File: src/hw/rtl/sis_pkg.sv
`default_nettype none

package sis_pkg;

    localparam int CAPACITY = 64;
    localparam int CNT_W    = $clog2(CAPACITY + 1);
    localparam int KEY_W    = 32;

    localparam logic [1:0] OP_ADD      = 2'd0;
    localparam logic [1:0] OP_REMOVE   = 2'd1;
    localparam logic [1:0] OP_CONTAINS = 2'd2;

    localparam logic signed [KEY_W-1:0] TAIL_KEY = 32'sh7FFF_FFFF;

    typedef struct packed {
        logic cmp_en;
        logic ins_en;
        logic del_en;
    } sis_ctrl_t;

    typedef struct packed {
        logic lt;
        logic eq;
    } sis_flag_t;

endpackage

`default_nettype wire

File: src/hw/rtl/sis_cell.sv
`default_nettype none

module sis_cell (
    input  wire  logic                               clk,
    input  wire  sis_pkg::sis_ctrl_t                 ctrl,
    input  wire  logic                               occ,
    input  wire  logic signed [sis_pkg::KEY_W-1:0]   op_key,
    input  wire  logic signed [sis_pkg::KEY_W-1:0]   prev_key,
    input  wire  logic                               prev_lt,
    input  wire  logic signed [sis_pkg::KEY_W-1:0]   next_key,
    output logic signed [sis_pkg::KEY_W-1:0]         key,
    output sis_pkg::sis_flag_t                       flag
);

    logic signed [sis_pkg::KEY_W-1:0] key_reg;
    logic signed [sis_pkg::KEY_W-1:0] key_next;
    sis_pkg::sis_flag_t               flag_reg;
    sis_pkg::sis_flag_t               flag_next;

    always_comb
    begin
        flag_next.lt = occ && (key_reg < op_key);
        flag_next.eq = occ && (key_reg == op_key);
    end

    // insert: cells at or past the slot take from the left; remove: from the right
    always_comb
    begin
        key_next = key_reg;
        if (ctrl.ins_en && !flag_reg.lt)
        begin
            key_next = prev_lt ? op_key : prev_key;
        end
        else if (ctrl.del_en && !flag_reg.lt)
        begin
            key_next = next_key;
        end
    end

    always_ff @(posedge clk)
    begin
        key_reg <= key_next;
        if (ctrl.cmp_en)
        begin
            flag_reg <= flag_next;
        end
    end

    assign key  = key_reg;
    assign flag = flag_reg;

endmodule

`default_nettype wire

File: config.mk
export PLATFORM = sky130hd
export DESIGN_NAME = sis_cell
export DESIGN_NICKNAME = d
export VERILOG_FILES = /design/src/hw/rtl/sis_pkg.sv /design/src/hw/rtl/sis_cell.sv
export SDC_FILE = /design/constraint.sdc
export NUM_CORES = 1
export LEC_CHECK = 0
export ABC_AREA = 0
export ABC_CLOCK_PERIOD_IN_PS = 2700
export BUFFER_PORTS_ARGS = -buffer_cell sky130_fd_sc_hd__buf_2
export CAP_MARGIN = 20
export CORE_ASPECT_RATIO = 0.9
export CORE_MARGIN = 2
export CORE_UTILIZATION = 35
export DETAILED_ROUTE_END_ITERATION = 6
export PLACE_DENSITY = 0.71
export SLEW_MARGIN = 20
export SYNTH_ARGS = -nofsm -noshare
export SYNTH_HDL_FRONTEND = slang
export SYNTH_SLANG_ARGS = --single-unit
File: constraint.sdc
create_clock -name clk -period 2.7 [get_ports clk]
set_clock_uncertainty 0.05 [all_clocks]
set_input_delay 0.54 -clock clk [delete_from_list [all_inputs] [get_ports clk]]
set_output_delay 0.54 -clock clk [all_outputs]
set_load 0.05 [all_outputs]
==> impl_metrics.tcl, run 1 <==
set metrics [dict create \
    status "finished, final reports clean" \
    drt.antenna.violating_nets 0 \
    p_leak_nw 1.79 \
    syn_area_per_cell_um2 9.66 \
    grtUsageTotal_pct 16.2 \
    nFillCells 689 \
    synth_flop_cell "edfxtp_1" \
    drv_slew 0 \
    maxCapViolations 0 \
    synth_edf_count 34 \
    clk_path_buf_depth 2 \
    yosysTopAreaCell "edfxtp_1" \
    crit_type "register to register" \
    rsz0062_at_grt "false" \
    cts_max_level 2 \
    drt_iter0_drc 67 \
    seqPwrFrac_pct 41.3 \
    coreArea_um2 7040 \
    syn_inst 262 \
    setup_violations 0 \
    ys_seq_area_share_pct 40.4 \
    cpMaxStageDelayCell "nor4_1" \
    peakVddDrop_mv 0.216 \
    synthesis.area_um2 2530 \
    pin_count 136 \
    post-cts-setup-buffers 0 \
    grt_overflow 0 \
    p_per_area_nw_per_um2 491 \
    final_hold_viol_count 0 \
    synthDistinctLibCells 24 \
    worst_setup_path_end_kind "register" \
    p_int_mw 1.05 \
    crit_buf_inv 0 \
    drt_pre_antenna_iters 4 \
    clk_pin_slew_ns 0.06 \
    worstPathArrival_ns 2.08 \
    clock_power_share_pct 20.7 \
    cts_resized 0 \
    cp-start-kind "register" \
    clkLatencyLatePin_ns 0.28 \
    antenna_found_initial 0 \
    fmax_ghz 0.498 \
    die_h_um 84.7 \
    swShare_pct 37.0 \
    syn-num-nets 396 \
    grt_pass1_vias 2374 \
    critPathMaxFanout 3 \
    async_flop_share_pct 0 \
    synth_common_cells "nand2_1 (40), edfxtp_1 (34), inv_1 (34)" \
    cp.required_ns 2.77 \
    slew_headroom_pct 60.5 \
    syn2layout_area_growth_pct 34.8 \
    routed_via_density 4.75 \
    crit_family "simple AND/OR/NAND/NOR gates" \
    rows 29 \
    diodes 0 \
    layout.nets 530 \
    initial_core_util_pct 35.9 \
    wirelength_um 6280 \
    drc_errors 0 \
    fin_util_pct 48.5 \
    synth_top_cell_area_share_pct 40.4 \
    tightestPinTransition_ns 0.593 \
    layout-drive-gt1-share_pct 37.9 \
    cts_tree "yes" \
    place.gp.congestion 0.762 \
    largest_reg_flops 32 \
    p_sw_mw 0.620 \
    synth-seq-cells 34 \
    grt_pass1_wl_um 10300 \
    period_minus_slack_ns 2.01 \
    cts-root-buf "clkbuf_8" \
    dieArea_um2 7930 \
    period_share_pct 74.4 \
    grt_max_degree 34 \
    die_x_um 93.6 \
    synth_warnings 0 \
    synth.most_common_cell "nand2_1" \
    wl_per_cell_um 12.8 \
    cts_made_buffers 5 \
    dp_hpwl_um 5100 \
    path_cells "ha_1 -> nand4_1 -> nor4_1 -> nor2_1 -> a21oi_2 -> mux2i_1" \
    power.share.combinational_pct 37.9 \
    port-buffer-count 135 \
    setup_tns_ns 0 \
    num_vias 2322 \
    postCtsHoldBufs 0 \
    min_path_type "primary input to register" \
    cpPeakStageDelay_ns 0.52 \
    ys_top_cells_by_area "edfxtp_1 (40%), ha_1 (16%), mux2i_1 (13%)" \
    clock_sinks 34 \
]
==> placed cells by master (no fill, tap or decap), drive strengths merged, types with 2 or more instances in the layout <==
cell type  netlist  final
ha              32     32
o21ai           37     37
mux2i           33     33
nor2             4      4
nand2b           2      2
buf              3    138
clkbuf           8      7
a21o             2      2
inv             34     34
nor4             2      2
nand4            6      6
a21oi           16     16
nand2           40     40
o21a             2      2
edfxtp          34     34
nand3            3      3
==> layout make-up <==
type	count	area [µm²]	area share (%)
repair buffers	138	723	21.2
inverters	34	128	3.74
well taps	93	116	3.41
flip-flops and latches	34	1020	29.9
clock buffers	7	76.3	2.24
multi-input cells	183	1350	39.5
==> worst reg2reg max path, cell delays in order, from the launching register on <==
cell and delay, ns:
edfxtp_1 0.40, ha_1 0.32, nand4_1 0.13, nor4_1 0.52, nor2_1 0.10, a21oi_2 0.13
mux2i_1 0.20
==> cells by family after synthesis <==
kind of cell / Yosys count / share of synthesized area, %
AO/OA/AOI/OAI: 59 / 13.4
AND/OR/NAND/NOR: 59 / 10.6
buffers and inverters: 45 / 6.82
flip-flops: 34 / 40.4
multiplexers: 33 / 13.1
adder cells (fa/ha/maj): 32 / 15.8
==> per-layer routing <==
| metal | vias to the layer above | global-route usage (%) | wire length, µm |
|---|---|---|---|
| li1 | 1198 | - | - |
| met1 | 1034 | 19.7 | 2790 |
| met2 | 85 | 28.5 | 2980 |
| met3 | 5 | 4.40 | 464 |
| met4 | 0 | 4.08 | 46 |
| met5 | - | 0 | 0 |
==> power by group through the flow <==
stage                     Combinational, mW  Clock [mW]  Sequential, mW
final                                 0.635       0.347           0.692
after detailed placement              0.640           0           0.705
after floorplan                       0.242           0           0.897
after global routing                  0.704       0.389           0.700
after CTS                             0.643       0.368           0.693
after global placement                0.629           0           0.701
==> metrics by stage <==
step	power, mW	hold slack [ns]	std cells	worst slack, ns	cell area [µm²]
3_3_place_gp	1.33	0.730	482	0.388	3330
2_1_floorplan	1.14	0.602	262	0.170	2530
6_report	1.67	0.451	489	0.690	3410
5_1_grt	1.79	0.433	489	0.532	3410
4_1_cts	1.70	0.439	489	0.651	3410
3_5_place_dp	1.35	0.734	482	0.412	3330
==> worst paths after layout <==
| kind | from | end | slack, ns | cells after the start |
|---|---|---|---|---|
| max | key[31]$_DFFE_PP_ | flag[1]$_DFFE_PP_ | 0.69 | 6 |
| min | ctrl[2] | flag[1]$_DFFE_PP_ | 0.45 | 1 |
| max reg2reg | key[31]$_DFFE_PP_ | flag[1]$_DFFE_PP_ | 0.69 | 6 |
| min reg2reg | key[2]$_DFFE_PP_ | flag[0]$_DFFE_PP_ | 0.79 | 3 |
Power figures use the tool's default switching activity.
==> run 2, diff against run 1 <==
--- a/config.mk
+++ b/config.mk
@@ -6,14 +6,14 @@
 export NUM_CORES = 1
 export LEC_CHECK = 0
 export ABC_AREA = 0
-export ABC_CLOCK_PERIOD_IN_PS = 2700
+export ABC_CLOCK_PERIOD_IN_PS = 1800
 export BUFFER_PORTS_ARGS = -buffer_cell sky130_fd_sc_hd__buf_2
 export CAP_MARGIN = 20
 export CORE_ASPECT_RATIO = 0.9
 export CORE_MARGIN = 2
 export CORE_UTILIZATION = 35
 export DETAILED_ROUTE_END_ITERATION = 6
-export PLACE_DENSITY = 0.71
+export PLACE_DENSITY = 0.74
 export SLEW_MARGIN = 20
 export SYNTH_ARGS = -nofsm -noshare
 export SYNTH_HDL_FRONTEND = slang
==> constraint.sdc (replaced) <==
create_clock -name clk -period 1.8 [get_ports clk]
set_clock_uncertainty 0.05 [all_clocks]
set_input_delay 0.36 -clock clk [delete_from_list [all_inputs] [get_ports clk]]
set_output_delay 0.36 -clock clk [all_outputs]
set_load 0.05 [all_outputs]
==> run 2 against run 1 <==
  * The run now ends with setup timing left
  * Count of clock-buffer cells in the layout fell by 2
  * Critical path depth did not move
  * Register-to-register slack got worse by 0.78 ns
  * Cell count rose by 3.9%
  * Global-route usage fell by 0.18 points
  * Sequential cell count did not move
  * Wire length fell by 1.1%
  * Die area did not move
  * Sequential share of layout area fell by 2.4 points
  * Hold slack got worse by 0.22 ns
  * Non-clock buffer count rose by 18
  * Combinational power rose by 64%
  * Critical endpoint unchanged
==> impl_metrics.tcl, run 2 (synthesis results as in run 1) <==
set metrics [dict create \
    pin_count 136 \
    peakVddDrop_mv 0.399 \
    crit_type "register to register" \
    slew_headroom_pct 79.8 \
    seq_area_um2 1020 \
    wl_per_cell_um 12.2 \
    drc_errors 0 \
    initial_core_util_pct 35.9 \
    grt_overflow 0 \
    grt_pass1_wl_um 10100 \
    grtUsageTotal_pct 16.0 \
    grt_max_degree 65 \
    wirelength_um 6220 \
    die_h_um 84.7 \
    final_hold_viol_count 0 \
    worstPathArrival_ns 1.98 \
    diodes 0 \
    violations "setup timing" \
    place_area_um2 3520 \
    setup_violations 2 \
    cp-start-kind "register" \
    drv_slew 0 \
    num_vias 2352 \
    clock_sinks 34 \
    final_common_cell "buf_2" \
    period_minus_slack_ns 1.89 \
    layout_common_cells "buf_2 (135), nand2_1 (39), inv_1 (34), edfxtp_1 (34), mux2i_1 (33)" \
    cts_tree "yes" \
    drt_pre_antenna_iters 4 \
    p_leak_nw 1.92 \
    nFillCells 660 \
    fmax_ghz 0.530 \
    rsz0062_at_grt "true" \
    clk_pin_slew_ns 0.08 \
    rows 29 \
    drt_iter0_drc 65 \
    cts_max_level 2 \
    layout.nets 548 \
    cts_made_buffers 5 \
    dp_hpwl_um 4880 \
    die_x_um 93.6 \
    tightestPinTransition_ns 0.303 \
    cp.required_ns 1.89 \
    period_share_pct 105 \
    clkLatencyLatePin_ns 0.29 \
    cpMaxStageDelayCell "edfxtp_1" \
    drt.antenna.violating_nets 0 \
    grt_pass1_vias 2294 \
    dieArea_um2 7930 \
    port-buffer-count 135 \
    routed_via_density 4.63 \
    maxCapViolations 0 \
    largest_reg_flops 32 \
    layout-drive-gt1-share_pct 43.6 \
    coreArea_um2 7040 \
    syn2layout_area_growth_pct 46.7 \
    critPathMaxFanout 3 \
    status "finished, violations left" \
    p_per_area_nw_per_um2 791 \
    pre_cts_ws_ns -0.204 \
    reg2reg_slack_ns -0.09 \
    path_cells "ha_4 -> nand4_1 -> nor4_2 -> a22oi_2 -> a21oi_2 -> mux2i_1" \
    clk_path_buf_depth 2 \
    cts-root-buf "clkbuf_8" \
    worst_setup_path_end_kind "register" \
    hold_slack_ns 0.227 \
    place.gp.congestion 0.756 \
    antenna_found_initial 0 \
    multi_input_area_um2 1440 \
    postLayoutCellArea_um2 3710 \
    setup_slack_ns -0.0876 \
    fin_util_pct 52.7 \
    postCtsHoldBufs 0 \
    cpPeakStageDelay_ns 0.43 \
    min_path_type "primary input to register" \
]
[run 2: cell types whose count changed in the layout (fill, tap and decap cells not counted), sizes merged]
cell    before  now
buf        138  156
bufinv       0    2
clkinv       0    1
clkbuf       7    5
[run 2: metal layers]
layer / share of wire [%] / global-route usage, %
met1: 45 / 20.7
met2: 45 / 26.4
met3: 6.9 / 3.32
met4: 2.6 / 6.32
met5: 0 / 0
[run 2: cell type report]
cell class                      instances  share of cell area [%]
Clock buffer                            5                    1.85
Sequential cell                        34                    27.5
Timing Repair Buffer                  156                    23.5
Tap cell                               93                    3.14
Clock inverter                          3                    1.72
Inverter                               34                    3.44
Multi-Input combinational cell        183                    38.9
[run 2: what timing repair did]
item                                    in CTS  in global routing
setup buffers                                4                  2
pin swaps                                    3                  6
cloned                                       0                  0
endpoints found under the setup margin       2                  2
gates resized for setup                      2                  3
[run 2: worst paths after layout]
check                          from                 to  cells past startpoint
setup / recovery  key[11]$_DFFE_PP_  flag[1]$_DFFE_PP_                      6
hold / removal              ctrl[2]  flag[1]$_DFFE_PP_                      1
setup reg to reg  key[11]$_DFFE_PP_  flag[1]$_DFFE_PP_                      6
hold reg to reg    key[1]$_DFFE_PP_  flag[0]$_DFFE_PP_                      3
[run 2: per-stage QoR]
| stage | setup TNS, ns | total power, mW | std cells |
|---|---|---|---|
| finish | -0.0964 | 2.94 | 508 |
| global route | -0.312 | 3.10 | 508 |
| CTS | -0.122 | 2.97 | 506 |
| detailed placement | -0.280 | 2.09 | 495 |
| global placement | -0.208 | 2.07 | 495 |
| floorplan | -0.230 | 1.74 | 262 |
[run 2: worst max-delay path, delay by kind of cell, from the launching register on]
| family | cells | cell delay, ns |
|---|---|---|
| simple gates | 2 | 0.52 |
| flops | 1 | 0.43 |
| fa+ha+maj | 1 | 0.30 |
| compound gates | 2 | 0.25 |
| mux | 1 | 0.20 |
[run 2: power breakdown]
part	internal (mW)	total [mW]	switching (mW)
clock	0.548	0.852	0.303
combinational	0.398	1.04	0.647
sequential	0.989	1.04	0.0513
